[config.mk]
export PLATFORM = sky130hd
export DESIGN_NAME = nbc_div
export DESIGN_NICKNAME = d
export VERILOG_FILES = /design/src/sv/nbc_div.sv
export SDC_FILE = /design/constraint.sdc
export NUM_CORES = 1
export LEC_CHECK = 0
export ABC_AREA = 1
export BUFFER_PORTS_ARGS = -buffer_cell sky130_fd_sc_hd__buf_2
export CAP_MARGIN = 20
export CORE_MARGIN = 2
export CORE_UTILIZATION = 60
export DETAILED_ROUTE_END_ITERATION = 10
export HOLD_SLACK_MARGIN = 0.15
export PLACE_DENSITY = 0.87
export SLEW_MARGIN = 20
export SYNTH_ARGS = -nofsm -noshare
export SYNTH_HDL_FRONTEND = slang
export SYNTH_SLANG_ARGS = --single-unit
[constraint.sdc]
create_clock -name clock -period 14.7 [get_ports clock]
set_clock_uncertainty 0.15 [all_clocks]
set_input_delay 0.735 -clock clock [delete_from_list [all_inputs] [get_ports clock]]
set_output_delay 0.735 -clock clock [all_outputs]
set_load 0.02 [all_outputs]
[src/sv/nbc_div.sv]
// Restoring unsigned divider, one quotient bit per cycle.
// No dependencies.
module nbc_div #(
   parameter int DIVIDEND_W = 56,
   parameter int DIVISOR_W  = 32
) (
   input  logic                  clock,
   input  logic                  reset,
   input  logic                  start,
   input  logic [DIVIDEND_W-1:0] dividend,
   input  logic [DIVISOR_W-1:0]  divisor,
   output logic                  done,
   output logic [DIVIDEND_W-1:0] quotient,
   output logic [DIVISOR_W-1:0]  remainder
);

   localparam int CNT_W = $clog2(DIVIDEND_W + 1);

   logic [DIVIDEND_W-1:0] quot_ff;
   logic [DIVISOR_W-1:0]  rem_ff;
   logic [DIVISOR_W-1:0]  dvs_ff;
   logic [CNT_W-1:0]      cnt_ff;
   logic                  run_ff;
   logic                  done_ff;

   logic [DIVISOR_W:0]    trial;
   logic                  fits;
   logic [DIVISOR_W-1:0]  rem_in;

   always_comb begin
      trial  = {rem_ff, quot_ff[DIVIDEND_W-1]};
      fits   = (trial >= {1'b0, dvs_ff});
      rem_in = fits ? DIVISOR_W'(trial - {1'b0, dvs_ff}) : trial[DIVISOR_W-1:0];
   end

   always_ff @(posedge clock) begin
      if (reset) begin
         run_ff  <= 1'b0;
         done_ff <= 1'b0;
         cnt_ff  <= '0;
      end else begin
         done_ff <= 1'b0;
         if (start) begin
            quot_ff <= dividend;
            dvs_ff  <= divisor;
            rem_ff  <= '0;
            cnt_ff  <= '0;
            run_ff  <= 1'b1;
         end else if (run_ff) begin
            rem_ff  <= rem_in;
            quot_ff <= {quot_ff[DIVIDEND_W-2:0], fits};
            cnt_ff  <= cnt_ff + 1'b1;
            if (cnt_ff == CNT_W'(DIVIDEND_W - 1)) begin
               run_ff  <= 1'b0;
               done_ff <= 1'b1;
            end
         end
      end
   end

   assign done      = done_ff;
   assign quotient  = quot_ff;
   assign remainder = rem_ff;

endmodule

# Word level (Yosys, flattened, before mapping)
# Cells that the tools add are included.
totals:
  ff_bits: 128
  in_bits: 91
  output_inout_bits: 89
  word_cells: 25
op_classes:
  add_sub_neg: 2
  magnitude_cmp: 1
  n_eq_ne: 1
  muxes: 8
  bitwise_logic: 2
  reduce_logical: 5
ops:
  columns: ["op", "count"]
  rows:
  - ["2-to-1 mux 56 bit", 2]
  - ["2-to-1 mux 32 bit", 2]
  - [">= comparator 33 x 32 -> 1 bit", 1]
  - ["subtractor 32 bit", 1]
  - ["adder 6 x 1 -> 6 bit, second input constant", 1]
  - ["equality test 6 bit, second input constant", 1]
  - ["2-to-1 mux 1 bit", 4]
  - ["AND reduction 2 bit", 2]
  - ["OR reduction 3 bit", 1]
  - ["inverter 1 bit", 2]
  - ["nonzero test 2 bit", 1]
  - ["OR reduction 2 bit", 1]

# Longest topological paths before layout
logic_depth:
  word_depth: 4
  ltp_mapped: 16
  ltp_nobuf: 16

# Worst setup path before layout
# OpenSTA, ideal clock, no wires.
synth_path:
  kind: "input to register"
  from: "input port start"
  to: "register run_ff"
  setup_ps: 78
  t_arrival_ps: 5904
  required_ps: 14472
  path_slack_ps: 8568
  path_stages: 5
  n_path_buf: 1
  path_cell_list: "clkbuf_1 inv_2 a21oi_1 o21ai_0 inv_1"
synth_via:
  elab_chain_cells: 1
synth_rtl:
  columns: ["item", "line", "source"]
  rows:
  - ["start, declared", "9", "input logic start,"]
  - ["2-to-1 mux 1 bit", "43", "if (start) begin"]
  - ["end signal, assigned", "38", "run_ff <= 1'b0;"]
  - ["end signal, assigned", "48", "run_ff <= 1'b1;"]
  - ["end signal, assigned", "54", "run_ff <= 1'b0;"]
  - ["end, declared", "23", "logic run_ff;"]
# Every way passes these cells.
# A chain may end at the register's enable or synchronous reset.

# Worst setup path after layout
layout_path:
  from: "input port start"
  to: "register rem_ff[27] (netlist: remainder[27]) (enable)"
layout_via:
  elab_chain_cells: 2
layout_rtl:
  columns: ["item", "line", "source"]
  rows:
  - ["nonzero test 2 bit (no source line)", null, null]
  - ["AND reduction 2 bit (no source line)", null, null]
  - ["end signal, assigned", "50", "rem_ff <= rem_in;"]
  - ["end, declared", "20", "logic [DIVISOR_W-1:0] rem_ff;"]
# Every way passes these cells.

==> qor.yml <==
synthesis:
  yosys.cell_types.count: 34
  syn_area_um2: 8250
  synth_cells: 1107
  synth.avg_cell_area_um2: 7.45
  yosysSeqAreaShare_pct: 45.6
  synth-seq-cells: 128
  async_reset_ff_share_pct: 0
  yosys_warnings: 0
  ys_dominant_reg_cell: "edfxtp_1"
  synth-edff-count: 120
  synth_nets: 1232
worst_setup_path:
  crit_type: "in -> reg"
  cp-end-kind: "flop"
  crit_required_ns: 14.60
  arrival_ns: 3.74
  startpoint_type: "input port"
  critPathMaxFanout: 89
power_and_ir_drop:
  power.internal_uw: 803
  pwr-share-comb_pct: 25.1
  p_sw_share_pct: 32.4
  p_leak_uw: 0.00531
  switchingPower_uw: 385
  clkPwrFrac_pct: 36.9
  pwr-share-seq_pct: 38.0
  p_per_area_nw_per_um2: 120
  vdd_drop_max_mv: 0.0887
detailed_routing:
  via_per_inst: 5.05
  wl_per_cell_um: 14.4
  route.detailed.drc: 0
  drtIter0Drc: 458
  ant_nets: 0
  firstDrtPassIters: 5
  vias: 7446
  wl_um: 21100
floorplanning:
  ioPinCount: 180
  die_y_um: 121
  rows: 42
  fp.dieArea_um2: 14700
  initial_utilization_pct: 61.8
  die_w_um: 121
  core_um2: 13300
worst_hold_path:
  hold_path_class: "reg -> reg"
timing:
  drv_slew: 0
  period_needed_ns: 3.85
  grt_setup_unrepaired: "no"
  setup_viol: 0
  post-route-period-util_pct: 26.2
  tightest_slew_ns: 1.09
  hold_ws_ns: 0.308
  relSlewSlack_pct: 27.0
  tns_ns: 0
  fmax_ghz: 0.260
  hold_viol_final: 0
clocking:
  clock_path_buffers: 2
  clock_latency_ns: 0.42
  h-tree-depth: 4
  cts_made_buffers: 17
  post_cts_buffers: 0
  tritoncts: "yes"
  post_cts_resized: 0
  root_buffer: "clkbuf_16"
  holdBufCountCts: 0
  clk_pin_slew_ns: 0.06
  cts_sinks: 128
layout:
  fin_cells: 1473
  syn2layout_area_growth_pct: 19.8
  final_cell_area_um2: 9880
  diodes: 0
  multiInputGateArea_um2: 3630
  final_nets: 1409
  layout_commonest_cell: "nand2_1"
  seq_area_um2: 3760
  drive_above_1_share_pct: 20.3
  fillers: 1038
  layout_common_cells: "nand2_1 (478), inv_1 (188), buf_2 (179)"
  final_util_pct: 74.0
global_route:
  grt_pass1_vias: 7170
  grt-ovfl-total: 0
  antenna_found_initial: 0
  grt_usage_pct: 29.9
  grt_pass1_wl_um: 33900
  grt_max_degree: 90
place:
  placed_cell_area_um2: 9260
  io_buffers: 179
  post-dp-hpwl_um: 15400
  place_inst: 1441
  globalplace.congestion: 0.880
status:
  outcome: "finished clean"
job:
  max_cap_viol_count: 0
-- worst max-delay path, stage by stage --
cell and delay [ns]:
buf_2 0.75, inv_2 0.03, buf_4 0.44, a21oi_4 0.98, buf_4 0.73
-- area by class of cell --
type	instances	area share, %
clock buffer	18	4.34
clock inverter	14	1.82
inverter	197	7.49
multi-input combinational	759	36.8
sequential	128	38.1
tap	176	2.23
timing repair buffer	181	9.22
-- worst paths after layout --
path | slack (ns) | to | cells past startpoint | from
worst min register to register | 0.31 | cnt_ff[5] | 1 | cnt_ff[5]
worst max register to register | 11.68 | remainder[24] | 12 | remainder[22]
worst max-delay path | 10.85 | remainder[27] | 5 | start
worst min-delay path | 0.31 | cnt_ff[5] | 1 | cnt_ff[5]
-- cells by family (layout without fill, tap and decap cells) --
| group | after synthesis | in the layout | share of synthesized area [%] |
|---|---|---|---|
| buffers and inverters | 220 | 410 | 10.6 |
| adders and majority gates | 34 | 34 | 5.25 |
| and+or+nand+nor | 682 | 682 | 35.2 |
| xor gates and xnor gates | 15 | 15 | 1.59 |
| DFF | 128 | 128 | 45.6 |
| AOI/OAI and AO/OA | 28 | 28 | 1.73 |
-- power by group through the flow --
stage               clock, uW  combinational (uW)  sequential, uW
global placement            0                 288             457
floorplan                   0                 190             481
finish                    439                 299             451
global route              457                 335             454
CTS                       442                 297             451
detailed placement          0                 294             457
-- state kept, by name (all words and copies together) (netlist names) --
name / count
cnt_ff: 6
done: 1
dvs_ff: 32
quotient: 56
remainder: 32
run_ff: 1
-- per-layer routing --
layer  global-route usage [%]  share of wire, %
met1                     36.6                41
met2                     52.0                49
met3                     6.67               6.9
met4                     10.8               2.7
met5                        0                 0
-- synthesized netlist by cell type (all sizes together), types with 2 or more instances --
master	count	area share [%]
o21ai	6	0.36
xor2	14	1.5
buf	13	1.1
and2	7	0.53
nor3	4	0.38
ha	33	5.0
inv	194	8.8
nand4	11	0.83
clkbuf	10	0.46
nand2	486	22
and3	2	0.15
nand3	47	4.3
nor2	117	5.9
nand3b	6	0.55
clkinv	3	0.14
edfxtp	120	44
dfxtp	8	1.9
a21oi	21	1.3
-- metrics by stage --
step           setup WS, ns  power [uW]
5_1_grt               10.63        1250
3_3_place_gp          10.45         745
3_5_place_dp          10.43         751
2_1_floorplan          8.57         671
6_report              10.85        1190
4_1_cts               10.88        1190
(Power assumes the default switching activity.)
