==> config.mk <==
export PLATFORM = sky130hd
export DESIGN_NAME = nbc_ram
export DESIGN_NICKNAME = d
export VERILOG_FILES = /design/src/sv/nbc_ram.sv
export SDC_FILE = /design/constraint.sdc
export NUM_CORES = 1
export LEC_CHECK = 0
export ABC_CLOCK_PERIOD_IN_PS = 10270
export BUFFER_PORTS_ARGS = -buffer_cell sky130_fd_sc_hd__buf_2
export CORE_UTILIZATION = 45
export CTS_CLUSTER_SIZE = 16
export DETAILED_ROUTE_END_ITERATION = 12
export PLACE_DENSITY = 0.68
export SKIP_CTS_REPAIR_TIMING = 1
export SLEW_MARGIN = 20
export SYNTH_ARGS = -nofsm -noshare
export SYNTH_HDL_FRONTEND = slang
export SYNTH_SLANG_ARGS = --single-unit
==> constraint.sdc <==
create_clock -name clock -period 10.27 [get_ports clock]
set_input_delay 3.081 -clock clock [delete_from_list [all_inputs] [get_ports clock]]
set_output_delay 3.081 -clock clock [all_outputs]
set_load 0.02 [all_outputs]
==> src/sv/nbc_ram.sv <==
// Generic single-port-write, single-port-read RAM with a registered read.
// No dependencies.
module nbc_ram #(
   parameter int WIDTH = 32,
   parameter int DEPTH = 16
) (
   input  logic                     clock,
   input  logic                     wr_en,
   input  logic [$clog2(DEPTH)-1:0] wr_addr,
   input  logic [WIDTH-1:0]         wr_data,
   input  logic [$clog2(DEPTH)-1:0] rd_addr,
   output logic [WIDTH-1:0]         rd_data
);

   logic [WIDTH-1:0] mem_ff [DEPTH];
   logic [WIDTH-1:0] rd_data_ff;

   always_ff @(posedge clock) begin
      if (wr_en) begin
         mem_ff[wr_addr] <= wr_data;
      end
      rd_data_ff <= mem_ff[rd_addr];
   end

   assign rd_data = rd_data_ff;

endmodule

## Word-level counts from Yosys, hierarchy flattened

Memories as Yosys holds them, arrays and structs flattened. A register that Yosys moved wholly into a read port is not among the register bits.
Cells that the tools add are included.

- Register bits: 0
- Bits in latches: 0
- Bits in writable memories: 512
- Bits in read-only memories: 0
- Word-level logic and storage cells: 3
- Memories kept: 1

- $add $sub $neg: 0
- Multipliers: 0
- Div/mod/pow operators: 0
- Order comparisons: 0
- Eq/ne operators: 0
- Shifts and indexed selects: 0
- Muxes and demuxes: 2
- Bitwise gates (word level): 0
- Reduce and logical (&&, ||, !) cells: 0

Memory list:

| memory | words | width | read ports | clocked after memory_dff | write ports | line | source |
|---|---|---|---|---|---|---|---|
| mem_ff | 16 | 32 | 1 | 1 | 1 | 15 | `logic [WIDTH-1:0] mem_ff [DEPTH];` |

Operators with widths:

| cell | number |
|---|---|
| $mux W1 | 2 |

## Longest topological paths before layout

- Depth after elaboration: 2
- Depth in mapped cells: 5
- Gate-level depth less buffers: 3

## Least setup slack after synthesis

No wires, ideal clock.

- Path type: input to register
- From: in wr_addr[2]
- To: mem mem_ff[0][0] (enable)
- Library setup time: 0.461 ns
- Data arrival time: 5.799 ns
- Slack: 4.009 ns
- Cell stages on the path: 2
- Buffers on the path: 0
- Path through: or3b_2 nor3_1

RTL lines:

| what | line | source |
|---|---|---|
| start: declaration | 9 | `input logic [$clog2(DEPTH)-1:0] wr_addr,` |
| end: declaration | 15 |  |

Straight into the memory's write port.

==> metrics <==
switching pwr 0.947 mW; portion of synthesized cell area occupied by the leading cell type 77.4%; Cell Count, Final, Fillers Out 1575; post-route clock skew 0.0253 ns; router iterations before antenna repair 5; worst hold path type flip-flop to flip-flop; Syn Std Cell Area 19900 um^2; category of cells accounting for the largest share of critical-path delay buffers and inverters; floorplan die width 212 um; Layout Area Growth over Synthesis 14.5%; sequential group share of total power 54.8%; clock latency on the worst-skew pair 0.59 ns; RSZ-0062 raised after global routing false; final slew viol count 0; Placement Rows 76; count of pins on the block boundary 74; startpoint types input pin; Hold Vio Cnt, Final 0; largest cells by area after synthesis sky130_fd_sc_hd__edfxtp_1, sky130_fd_sc_hd__mux4_2, sky130_fd_sc_hd__dfxtp_1; Die Ht 212 um; CTS max path bufs 3; post-route met1 wirelength 17400 um; Mean Syn Cell Area 23.7 um^2; Crit path buffers/inverters 3; share of total power consumed by net switching 20.8%; Final Critical Period 5.23 ns; Period Utilization, post-route 50.9%; data arrival time of the critical path 5.68 ns; P_int 3.61 mW; worst relative slew slack 28.9%; global router's overall resource usage 18.7%; synthesized flop and latch total 544; initial detailed-routing violation count 989; root buffer cell sky130_fd_sc_hd__clkbuf_16; global-route congestion overflow total 0; number of max-cap violations 0; upper clock frequency limit 191 MHz; Final Wtd Congestion 0.697; starting density of the core 45.9%; number of antenna violations at the first check in global routing 2; highest fanout seen on the critical path 55; via count 8963; number of distinct library cell variants in the gate-level netlist after synthesis 18; number of instances in the synthesized netlist 838; Top Metal Used met5; count of placed standard cells including taps 1476; Post-Route Hold Slack 0.670 ns; clock-pin slew on the worst setup and hold paths 0.06 ns; standby leakage power 7.26 nW; area of the core 43300 um^2; DR WL met3 2560 um; sequential fraction of the synthesis area 80.7%; routed vias/inst 5.69; maximum resistive drop on vdd 0.000121 V; synthesized netlist net count 880; Clk pwr share 40.2%; outcome completed; wire length of the first global-routing pass 59800 um; synth warn 0; total of endpoints with negative setup slack in the final report 0; cell-by-cell trace of the critical path buf_4, buf_4, buf_4, mux4_2, a22oi_1, nand2_1; number of nets with antenna violations after routing 0; share of final-layout standard cells stronger than drive strength 1 32.4%; worst-margin pin slew 1.07 ns; critical path endpoint category flip-flop; Sink Count 544; count of fill cells added during filler insertion 3241; Port Buffers 73; vias in the first global route 9310; power density over the cells 201 nW/um^2; library cell appearing most often on the critical path sky130_fd_sc_hd__buf_4; count of nets after finishing 988; detailed-placement wirelength estimate 19900 um; launch instance of the worst min-delay path mem_ff[7][24]; maximum number of pins on one net before global-route repair 81; total power consumption of the routed design 4.56 mW; required arrival time at the worst endpoint 10.72 ns; Post-Route WL 40700 um; total clock buffers created by CTS 52; H-tree depth reported by CTS 2; startpoint of the worst setup timing path rd_addr[1]; Worst Setup Path Type input pin to flip-flop; Comb pwr share 4.9%; setup tns final 0 ns; worst-path cell with the longest stage delay sky130_fd_sc_hd__buf_4; maximum single-stage delay on the critical path 0.74 ns; met2 WL post-DR 19900 um; R2R Path Start mem_ff[11][22]; WL/cell 25.9 um; floorplan die area 45000 um^2; leading area contributor after synthesis sky130_fd_sc_hd__edfxtp_1; clock tree from TritonCTS built; residual DRC count 0
==> final cells by class <==
class,count,area [um^2],area share (%)
diodes,2,5.00,0.0220
flip-flops and latches,544,16000,70.5
repair buffers,97,577,2.54
clock buffers,70,1410,6.20
clock inverters,26,235,1.04
well taps,585,732,3.22
multi-input cells,251,3750,16.5
==> synthesized netlist by cell type <==
master / number
sky130_fd_sc_hd__a22oi_1: 64
sky130_fd_sc_hd__and2_1: 1
sky130_fd_sc_hd__buf_1: 9
sky130_fd_sc_hd__buf_2: 4
sky130_fd_sc_hd__buf_4: 11
sky130_fd_sc_hd__buf_6: 2
sky130_fd_sc_hd__clkbuf_1: 17
sky130_fd_sc_hd__dfxtp_1: 32
sky130_fd_sc_hd__edfxtp_1: 512
sky130_fd_sc_hd__mux4_2: 128
sky130_fd_sc_hd__nand2_1: 33
sky130_fd_sc_hd__nand2b_1: 2
sky130_fd_sc_hd__nand3_1: 1
sky130_fd_sc_hd__nand3b_1: 2
sky130_fd_sc_hd__nor2_1: 13
sky130_fd_sc_hd__nor2b_1: 2
sky130_fd_sc_hd__nor3_1: 4
sky130_fd_sc_hd__or3b_2: 1
==> per-layer routing <==
layer  GRT usage [%]  up-vias
li1                -     3792
met1            26.3     4793
met2            30.3      302
met3            3.13       72
met4            5.05        4
met5               0        -
==> power by group through the flow <==
| stage | Combinational (mW) | Clock, mW | Sequential, mW |
|---|---|---|---|
| 2_1_floorplan | 0.119 | 0 | 2.56 |
| 3_5_place_dp | 0.227 | 0 | 2.55 |
| 3_3_place_gp | 0.223 | 0 | 2.54 |
| 5_1_grt | 0.243 | 1.94 | 2.50 |
| 4_1_cts | 0.227 | 1.87 | 2.50 |
| 6_report | 0.225 | 1.83 | 2.50 |
==> path summary, 6_finish.rpt <==
path | to | slack, ns | depth (start not counted)
worst max-delay path | rd_data[6] | 5.04 | 6
worst max register to register | rd_data[22] | 8.96 | 3
worst min-delay path | rd_data[24] | 0.67 | 3
worst min register to register | rd_data[24] | 0.67 | 3
==> flip-flops by register name (all words and copies together), names as in the netlist <==
name     flops
mem_ff     512
rd_data     32
==> worst reg2reg max path: stages, from the launching register on <==
cell	delay (ns)
sky130_fd_sc_hd__edfxtp_1	0.38
sky130_fd_sc_hd__mux4_2	0.49
sky130_fd_sc_hd__a22oi_1	0.24
sky130_fd_sc_hd__nand2_1	0.09
==> cell usage in the layout (no fill, tap or decap), types with 2 or more instances in the layout <==
| master | netlist | routed |
|---|---|---|
| sky130_fd_sc_hd__edfxtp_1 | 512 | 512 |
| sky130_fd_sc_hd__nor2b_4 | 0 | 2 |
| sky130_fd_sc_hd__mux4_2 | 128 | 128 |
| sky130_fd_sc_hd__clkinv_8 | 0 | 3 |
| sky130_fd_sc_hd__a22oi_1 | 64 | 64 |
| sky130_fd_sc_hd__nand2_1 | 33 | 33 |
| sky130_fd_sc_hd__buf_4 | 11 | 24 |
| sky130_fd_sc_hd__bufinv_16 | 0 | 3 |
| sky130_fd_sc_hd__clkbuf_1 | 17 | 14 |
| sky130_fd_sc_hd__nand2b_1 | 2 | 2 |
| sky130_fd_sc_hd__clkinv_1 | 0 | 8 |
| sky130_fd_sc_hd__clkbuf_8 | 0 | 5 |
| sky130_fd_sc_hd__clkinv_2 | 0 | 10 |
| sky130_fd_sc_hd__nor3_2 | 0 | 4 |
| sky130_fd_sc_hd__nand3b_1 | 2 | 2 |
| sky130_fd_sc_hd__clkbuf_16 | 0 | 52 |
| sky130_fd_sc_hd__buf_2 | 4 | 71 |
| sky130_fd_sc_hd__nor2_4 | 0 | 13 |
| sky130_fd_sc_hd__dfxtp_1 | 32 | 32 |
| sky130_fd_sc_hd__diode_2 | 0 | 2 |
==> through the flow <==
step,setup WS (ns),util [%],cell area [um^2]
2_1_floorplan,4.01,-,19900
3_3_place_gp,4.33,48.6,21000
3_5_place_dp,4.28,48.6,21000
4_1_cts,4.90,52.4,22700
5_1_grt,4.91,52.5,22700
6_report,5.04,52.5,22700
==> cell families (layout without fill, tap and decap cells) <==
| family | after synthesis | after routing | share of synthesized area [%] |
|---|---|---|---|
| buf+inv | 43 | 193 | 1.12 |
| simple gates | 59 | 59 | 1.27 |
| compound gates | 64 | 64 | 2.42 |
| flops | 544 | 544 | 80.7 |
| other cells | 0 | 2 | 0 |
| mux | 128 | 128 | 14.5 |
(Power assumes the default switching activity.)
