--- config.mk ---
export PLATFORM = sky130hd
export DESIGN_NAME = nbc_ln
export DESIGN_NICKNAME = d
export VERILOG_FILES = /design/src/sv/nbc_pkg.sv /design/src/sv/nbc_ln.sv
export SDC_FILE = /design/constraint.sdc
export NUM_CORES = 1
export LEC_CHECK = 0
export BUFFER_PORTS_ARGS = -buffer_cell sky130_fd_sc_hd__buf_2
export CAP_MARGIN = 0
export CORE_MARGIN = 2
export CORE_UTILIZATION = 55
export CTS_CLUSTER_SIZE = 24
export DETAILED_ROUTE_END_ITERATION = 7
export GPL_TIMING_DRIVEN = 0
export PLACE_DENSITY = 0.8
export SLEW_MARGIN = 20
export SYNTH_ARGS = -nofsm -noshare
export SYNTH_HDL_FRONTEND = slang
export SYNTH_SLANG_ARGS = --single-unit
--- constraint.sdc ---
create_clock -name clock -period 6.5 [get_ports clock]
set_input_delay 1.3 -clock clock [delete_from_list [all_inputs] [get_ports clock]]
set_output_delay 1.3 -clock clock [all_outputs]
set_load 0.005 [all_outputs]
--- src/sv/nbc_pkg.sv ---
// Shared widths and constants for the naive Bayes classifier.
// No dependencies; nbc_ln and the top level import this package.
package nbc_pkg;

   localparam int FEAT_W      = 20;  // signed Q10.10 feature
   localparam int IN_FEATURES = 4;   // features carried by one request word
   localparam int VFLOOR_W    = 20;  // variance floor register, Q10.10
   localparam int DVS_W       = 32;  // divisor width of the shared divider
   localparam int HINV_W      = 32;  // half inverse variance
   localparam int LN_W        = 21;  // natural log, Q5.16, unsigned
   localparam int BIAS_W      = 32;  // class bias, Q16.16, signed
   localparam int SCORE_W     = 64;  // posterior score accumulator
   localparam int MANT_W      = 16;

   localparam logic [1:0] OP_TRAIN   = 2'd0;
   localparam logic [1:0] OP_FINISH  = 2'd1;
   localparam logic [1:0] OP_PREDICT = 2'd2;

   localparam logic STATUS_OK       = 1'b0;
   localparam logic STATUS_NO_MODEL = 1'b1;

   localparam logic [DVS_W-1:0] TWO_POW_31 = 32'h8000_0000;
   localparam logic [15:0]      LN2_Q16    = 16'd45426;

   // round(65536 * log2(1 + k/16)) for the four bits below the leading one.
   localparam logic [MANT_W-1:0] LOG2_MANT [16] = '{
      16'd0,     16'd5732,  16'd11136, 16'd16248,
      16'd21098, 16'd25711, 16'd30109, 16'd34312,
      16'd38336, 16'd42196, 16'd45904, 16'd49472,
      16'd52911, 16'd56228, 16'd59434, 16'd62534
   };

endpackage

--- src/sv/nbc_ln.sv ---
// Natural logarithm in Q5.16 of a nonzero 32-bit integer.
// Depends on nbc_pkg for the log2 mantissa table and ln 2.
module nbc_ln
   import nbc_pkg::*;
(
   input  logic             clock,
   input  logic             reset,
   input  logic             start,
   input  logic [31:0]      operand,
   output logic             done,
   output logic [LN_W-1:0]  result
);

   typedef enum logic [1:0] {
      L_IDLE,
      L_NORM,
      L_MUL
   } ln_state_type;

   ln_state_type    state_ff;
   logic [31:0]     x_ff;
   logic [4:0]      e_ff;
   logic            done_ff;
   logic [LN_W-1:0] result_ff;

   logic [20:0]     log2_val;
   logic [36:0]     ln_prod;

   always_comb begin
      log2_val = {e_ff, LOG2_MANT[x_ff[30:27]]};
      ln_prod  = 37'(log2_val) * 37'(LN2_Q16);
   end

   always_ff @(posedge clock) begin
      if (reset) begin
         state_ff <= L_IDLE;
         done_ff  <= 1'b0;
      end else begin
         done_ff <= 1'b0;
         case (state_ff)
            L_IDLE: begin
               if (start) begin
                  x_ff     <= operand;
                  e_ff     <= 5'd31;
                  state_ff <= L_NORM;
               end
            end
            L_NORM: begin
               // Shift until the leading one sits in the top bit.
               if (x_ff[31] || e_ff == 5'd0) begin
                  state_ff <= L_MUL;
               end else begin
                  x_ff <= {x_ff[30:0], 1'b0};
                  e_ff <= e_ff - 1'b1;
               end
            end
            L_MUL: begin
               result_ff <= ln_prod[36:16];
               done_ff   <= 1'b1;
               state_ff  <= L_IDLE;
            end
            default: begin
               state_ff <= L_IDLE;
            end
         endcase
      end
   end

   assign done   = done_ff;
   assign result = result_ff;

endmodule

# Yosys cells after proc, flatten, opt, wreduce, memory -nomap -nowiden
# Memories as Yosys holds them, arrays and structs flattened.
# Index checks and enable logic that the tools add are counted.
# W data, S select, Z words.
[classes]
mul = 1
n_bitwise = 2
n_lt_le_gt_ge = 1
n_reduce_logical = 7
muxes = 12
eq_ne = 5
addsub = 1
[ops]
columns = ["cell", "n"]
rows = [
  ["$mux W32", 2],
  ["$pmux W32 S2", 1],
  ["$mul A21 B15 Y36 const B", 1],
  ["$mux W16", 2],
  ["$mux W5", 2],
  ["$pmux W5 S2", 1],
  ["$ne A2 B2 Y1 const B", 3],
  ["$ge A5 B5 Y1 const B", 1],
  ["$logic_not A5 Y1", 1],
  ["$not A4 Y5", 1],
  ["$sub A5 B1 Y5 const B", 1],
  ["$mux W2", 2],
  ["$pmux W2 S2", 1],
  ["$reduce_and A2 Y1", 2],
  ["$reduce_and A4 Y1", 1],
  ["$eq A2 B1 Y1 const B", 1],
  ["$eq A2 B2 Y1 const B", 1],
  ["$logic_not A2 Y1", 1],
  ["$reduce_bool A2 Y1", 1],
  ["$logic_or A1 B1 Y1", 1],
  ["$mux W1", 1],
  ["$not A1 Y1", 1],
]
[word_totals]
input_bits = 35
n_memories = 1
rom_bits = 256
wordCells = 35
output_inout_bits = 22
register_bits = 61
[mem_list]
columns = ["name", "words", "word_bits", "read_ports", "rd_ports_with_merged_regs", "wr", "line_no", "text"]
rows = [
  ["(name not given)", 16, 16, 1, 0, 0, "nbc_ln.sv:30", "log2_val = {e_ff, LOG2_MANT[x_ff[30:27]]};"],
]

# Longest topological paths before layout
# Gate-level depths: netlist of the first run.
[logic_depth]
ltp_word = 5
mapped_depth = 26
mapped_depth_nobuf = 25

# Least setup slack after synthesis of the first run
# OpenSTA, ideal clock, no wires.
[synth_path]
path_type = "reg2reg"
startpoint = "reg x_ff[28]"
endpoint = "reg result_ff[18] (netlist: result[18]), data pin"
n_path_buf = 1
slack_ns = -0.231
required_time_ns = 6.236
stages_incl_launch_ff = 25
period_less_slack_ns = 6.731
setup_ns = 0.264
t_arrival_ns = 6.467
cell_sequence = "edfxtp_1 clkbuf_1 inv_1 ha_1 or2_2 o211ai_1 o21ai_1 inv_1 xnor2_1 ha_1 a21o_1 fa_1 ha_1 fa_1 fa_1 ha_1 ha_1 and3_1 nand3_1 nand3_1 a2111oi_2 o21ai_2 a311oi_1 a211oi_2 xor2_1"
[synth_via]
elab_chain_cells = 5
[synth_rtl]
columns = ["element", "line_no", "text"]
rows = [
  ["from (decl)", "nbc_ln.sv:21", "logic [31:0] x_ff;"],
  ["from (signal assigned)", "nbc_ln.sv:43", "x_ff <= operand;"],
  ["from (signal assigned)", "nbc_ln.sv:53", "x_ff <= {x_ff[30:0], 1'b0};"],
  ["$not A4 Y5 (implied by the code)", "nbc_ln.sv:30", ""],
  ["$mem_v2 Z16 W16", "-", ""],
  ["$mux W16 (implied by the code) (2 in a row)", "nbc_ln.sv:30", ""],
  ["$mul A21 B15 Y36", "nbc_ln.sv:31", "ln_prod = 37'(log2_val) * 37'(LN2_Q16);"],
  ["named net ln_prod[34]", "nbc_ln.sv:27", "logic [36:0] ln_prod;"],
  ["to (signal assigned)", "nbc_ln.sv:58", "result_ff <= ln_prod[36:16];"],
  ["to (decl)", "nbc_ln.sv:24", "logic [LN_W-1:0] result_ff;"],
]
# The timed path passes the listed nets, and every way through them passes these cells. The select of a mux whose other input is x is not followed.
# A chain may end at the register's enable or synchronous reset.

# Worst setup path after layout of the first run
[layout_path]
startpoint = "reg x_ff[27]"
endpoint = "reg result_ff[17] (netlist: result[17]), data pin"
# The elaborated chain is that of the path after synthesis.

==> results of run 1 <==
-- routing by layer --
metal  track usage  part of all wire  vias to the layer above
li1              -                 -                     2688
met1         0.277              0.42                     2765
met2         0.374              0.51                      139
met3        0.0408             0.046                       28
met4        0.0732             0.024                        0
met5             0                 0                        -
-- stage by stage --
step                      utilization  worst slack [ps]  setup TNS [ps]  std cells  hold slack [ps]
final                           0.653              87.3               0       1027              502
after detailed placement        0.595              -794           -7940        981              482
after global routing            0.653              -106            -157       1027              521
after global placement          0.594              -760           -7360        979              471
after floorplan                     -              29.7               0        739              449
after CTS                       0.636              7.66               0       1010              493
-- layout make-up --
cell class                 count  area share
tap                          184      0.0244
timing repair buffer          89      0.0564
buffer                        11     0.00810
clock buffer                   9      0.0239
clock inverter                 7      0.0104
inverter                     142      0.0574
multi-input combinational    524       0.628
sequential                    61       0.191
-- path summary, 6_finish.rpt --
kind	to	cells after the start	slack [ps]	start
worst max-delay path	result[17]$_DFFE_PP_	27	90	x_ff[27]$_DFFE_PP_
worst min-delay path	state_ff[1]$_SDFFE_PP0P_	1	500	state_ff[1]$_SDFFE_PP0P_
worst max register to register	result[17]$_DFFE_PP_	27	90	x_ff[27]$_DFFE_PP_
worst min register to register	state_ff[1]$_SDFFE_PP0P_	1	500	state_ff[1]$_SDFFE_PP0P_
-- state kept, by name, indices dropped and copies added, names as in the netlist --
register / flops
done: 1
x_ff: 32
result: 21
state_ff: 2
e_ff: 5
-- kinds of logic after synthesis --
family	Yosys count	share of synthesized area
buffers and inverters	154	0.0720
adder cells (fa/ha/maj)	246	0.465
AO/OA/AOI/OAI	107	0.0857
AND/OR/NAND/NOR	94	0.0569
XOR/XNOR	43	0.0469
multiplexers	34	0.0489
flip-flops	61	0.224
-- repair_timing --
action                     4_1_cts  5_1_grt
setup endpoints to repair       18       11
gates resized for setup         47       31
pin swaps                        4       14
buffers inserted                13       18
-- synthesized netlist by cell type, drive strengths merged (2+ instances only) --
library cell    n  area, sq um
a211oi          2         20.0
a21boi          3         22.5
a21o           24          180
a21oi          33          169
a311oi          2         17.5
and3            9         56.3
clkbuf         11         41.3
dfxtp           3         60.1
edfxtp         58         1740
fa             88         1760
ha            157         1960
inv           141          529
mux2           32          360
nand2          30          113
nand2b          4         25.0
nand3          14         70.1
nand4           2         12.5
nor2           19         71.3
nor2b           7         43.8
nor3            3         15.0
nor3b           2         15.0
o211a           2         20.0
o211ai          2         15.0
o21a            2         15.0
o21ai          28          144
o31a            2         17.5
o31ai           2         20.0
xnor2          30          263
xor2           13          114
-- worst max-delay path, delay by kind of cell, from the launching register on --
| family | cells | cell delay, ps |
|---|---|---|
| flops | 1 | 410 |
| compound gates | 6 | 1000 |
| xor+xnor | 3 | 450 |
| buf+inv | 6 | 900 |
| fa+ha+maj | 8 | 2530 |
| simple gates | 4 | 860 |
-- cells in the final DEF, fill, tap and decap left out, drive strengths merged, types with 28 or more instances in the layout --
| cell | netlist | final |
|---|---|---|
| o21ai | 28 | 28 |
| inv | 141 | 143 |
| buf | 1 | 93 |
| a21oi | 33 | 33 |
| ha | 157 | 157 |
| edfxtp | 58 | 58 |
| nand2 | 30 | 30 |
| mux2 | 32 | 32 |
| xnor2 | 30 | 30 |
| fa | 88 | 88 |
==> results.cfg, run 1 <==
[setup_path]
required_ps = 6590
worstSetupPathType = flop to flop
cp_max_fo = 6
worstPathArrival_ps = 6500
cpMostUsedCell = ha_1
slowest_delay_ps = 560
crit_path_start_kind = flop
cp-end-kind = flop
slowest_stage = or4b_4

[cells_and_area]
area_growth_syn_to_layout_pct = 17.3
ff_latch_area_sq_um = 1800
finalInstanceArea_sq_um = 9420
drive_above_1_share = 0.230
multiInputGateArea_sq_um = 5920
n_antenna_cell = 0
nFillCells = 1107
nets = 1118

[die]
start_util = 0.557
coreArea_sq_um = 14400
rows = 44
die_w_um = 125
ios = 57
die_y_um = 125
die-area_sq_um = 15600

[grt]
grt_max_degree = 38
overflow = 0
antenna_found_initial = 0
grt_usage = 0.218
grt_pass1_wl_um = 27000
grt_pass1_vias = 5698

[placed_design]
place.gp.congestion = 0.921
place_hpwl_um = 12600
place_area_sq_um = 8590
port_buffers = 56

[cts]
path_clk_slew_ps = 50
cts_tree = built
cts_root_buf = clkbuf_16
cts_sinks = 61
cts_buffers = 9
cts.htree.levels = 3
cts_buffer_depth = 2
cts_hold_buffers = 0
clk_latency_ps = 350

[yosys]
ys_seq_area_frac = 0.224
syn-cell-area_sq_um = 8030
ys.warnings.count = 0
synth_edf_count = 58
ys.flop_type = edfxtp_1
syn_avg_cell_area_sq_um = 10.9
synthCells = 739
ys_ff_latch = 61
async_reset_ff_frac = 0
synth_nets = 1019
ys_types = 48

[routing]
via_per_inst = 5.47
first_iter_violations = 352
drt_wl_total_um = 17000
post_drt_wl_per_cell_um = 16.6
first_pass_iters = 5
drc = 0
ant_nets = 0
vias = 5620

[worst_hold_path]
hp-class = flop to flop

[run_status]
status = finished clean

[sta]
hold_violations = 0
fin_crit_ps = 6410
drv_slew = 0
tightest_slew_ps = 945
slew_headroom = 0.370
max_freq_mhz = 156
finClkSkew_ps = 13.1
period_share = 0.987
setup_violations = 0

[job]
cap_viol_max_count = 0
Power of run 1 is left out: the tool's default activity adds up to more than one toggle a clock period on the data nets, which glitch-free logic cannot reach.
==> run 2, diff against run 1 <==
--- a/config.mk
+++ b/config.mk
@@ -13,7 +13,7 @@
 export DETAILED_ROUTE_END_ITERATION = 7
 export GPL_TIMING_DRIVEN = 0
 export PLACE_DENSITY = 0.8
-export SLEW_MARGIN = 20
+export RECOVER_POWER = 50
 export SYNTH_ARGS = -nofsm -noshare
 export SYNTH_HDL_FRONTEND = slang
 export SYNTH_SLANG_ARGS = --single-unit
==> run 2 against run 1 <==
The flow now finishes with violations (max-capacitance violations, max-slew violations). Register-to-register slack better by 50 ps. Global-route usage increased by 0.11 points. Via count is 0.30% lower. Clock-buffer cell count unchanged.
==> results.cfg, run 2 (synthesis results as in run 1) <==
[cts]
cts_sinks = 61
clk_latency_ps = 350
cts_tree = built
path_clk_slew_ps = 50
cts_root_buf = clkbuf_16
cts_buffers = 9
cts_buffer_depth = 2
cts.htree.levels = 3

[sta]
period_share = 0.978
max_freq_mhz = 157
setup_slack_ps = 141
rsz0062_at_grt = yes
slew_headroom = -0.131
finClkSkew_ps = 11.8
setup_violations = 0
drv_slew = 11
tightest_slew_ps = 1690
hold_violations = 0
fin_crit_ps = 6360

[cells_and_area]
regMostFlops = x_ff
nets = 1114
n_antenna_cell = 0
drive_above_1_share = 0.232
final_common_cell = ha_1
largest_reg_flops = 32
final_cell_mix = ha_1 (142), inv_1 (132), fa_1 (88), edfxtp_1 (58), buf_2 (52)
final_cells = 1023
area_growth_syn_to_layout_pct = 18.2

[grt]
antenna_found_initial = 0
grt_max_degree = 38
grt_pass1_vias = 5780
grt_usage = 0.219
overflow = 0
grt_pass1_wl_um = 27100

[die]
rows = 44
ios = 57
start_util = 0.557
die_w_um = 125
coreArea_sq_um = 14400
die_y_um = 125
die-area_sq_um = 15600

[routing]
drc = 0
drt_wl_total_um = 17000
via_per_inst = 5.48
ant_nets = 0
first_pass_iters = 5
vias = 5603
post_drt_wl_per_cell_um = 16.6
first_iter_violations = 311

[job]
cap_viol_max_count = 1

[worst_hold_path]
hp-class = flop to flop

[setup_path]
worst_r2r_endpoint = result[13]$_DFFE_PP_
worstSetupPathType = flop to flop
crit_path_start_kind = flop
cp_max_fo = 6
rr_worst_depth = 24
critical_path.startpoint = x_ff[28]$_DFFE_PP_
worstPathArrival_ps = 6450
critPathCapture = result[13]$_DFFE_PP_
reg2reg_from = x_ff[28]$_DFFE_PP_
r2r_setup_slack_ps = 140
required_ps = 6590
cp-end-kind = flop

[placed_design]
place.gp.congestion = 0.921
dp_slack_ps = -791
dp_cells = 980
place_hpwl_um = 12600
port_buffers = 56

[run_status]
status = finished, violations left
violations = max-capacitance violations, max-slew violations
-- run 2: changes by cell type in the layout (fill, tap and decap cells not counted), moves of 2 or more --
| cell | before | now |
|---|---|---|
| ha_1 | 149 | 142 |
| ha_4 | 7 | 13 |
| buf_4 | 34 | 29 |
| buf_2 | 56 | 52 |
| clkbuf_1 | 4 | 8 |
| buf_6 | 2 | 4 |
-- run 2: cell type report --
type	count	area (sq um)
tap	184	230
sequential	61	1800
inverter	142	541
timing repair buffer	85	504
clock buffer	9	225
multi-input combinational	524	6010
clock inverter	7	97.6
buffer	11	76.3
fill	1082	4930
-- run 2: layer usage --
| layer | vias up | share of wire | track usage |
|---|---|---|---|
| met3 | 31 | 0.046 | 0.0391 |
| met2 | 133 | 0.52 | 0.375 |
| li1 | 2679 | - | - |
| met5 | - | 0 | 0 |
| met4 | 0 | 0.025 | 0.0699 |
| met1 | 2760 | 0.41 | 0.283 |
-- run 2: worst min-delay path by stage --
stage / from / to / cells past startpoint
detailed placement: state_ff[1]$_SDFFE_PP0P_ / state_ff[1]$_SDFFE_PP0P_ / 1
floorplan: state_ff[1]$_SDFFE_PP0P_ / state_ff[1]$_SDFFE_PP0P_ / 1
CTS: state_ff[1]$_SDFFE_PP0P_ / state_ff[1]$_SDFFE_PP0P_ / 1
global placement: state_ff[1]$_SDFFE_PP0P_ / state_ff[1]$_SDFFE_PP0P_ / 1
global route: state_ff[1]$_SDFFE_PP0P_ / state_ff[1]$_SDFFE_PP0P_ / 1
finish: state_ff[1]$_SDFFE_PP0P_ / state_ff[1]$_SDFFE_PP0P_ / 1
-- run 2: stage by stage --
| step | utilization | hold WS (ps) | instance area, sq um | setup TNS, ps |
|---|---|---|---|---|
| floorplan | - | 449 | 8060 | 0 |
| global placement | 0.594 | 471 | 8570 | -7360 |
| detailed placement | 0.595 | 482 | 8580 | -8030 |
| CTS | 0.635 | 495 | 9170 | 0 |
| global route | 0.658 | 537 | 9490 | -202 |
| finish | 0.658 | 504 | 9490 | 0 |
-- run 2: what timing repair did --
action                                  CTS  global route
endpoints found under the setup margin   18            13
buffers inserted                         13            15
cloned                                    0             0
gates resized for setup                  46            48
pin swaps                                 3            16
hold buffers                              0             0
hold endpoints to repair                  0             0
-- run 2: critical path, stage by stage, from the launching register on --
cell and delay [ps]:
edfxtp_1 430, buf_8 160, inv_4 70, ha_4 220
mux4_2 590, buf_6 170, fa_1 520, inv_1 50
fa_1 550, ha_4 210, fa_1 450, fa_1 560
ha_4 210, ha_4 260, and3_4 190, nand3_1 110
nand3_2 140, a2111oi_4 280, buf_4 190, buf_4 120
o31ai_4 60, buf_4 160, a21oi_4 160, o21ai_1 90
xor2_1 140
Power of run 2 is left out for the same reason.
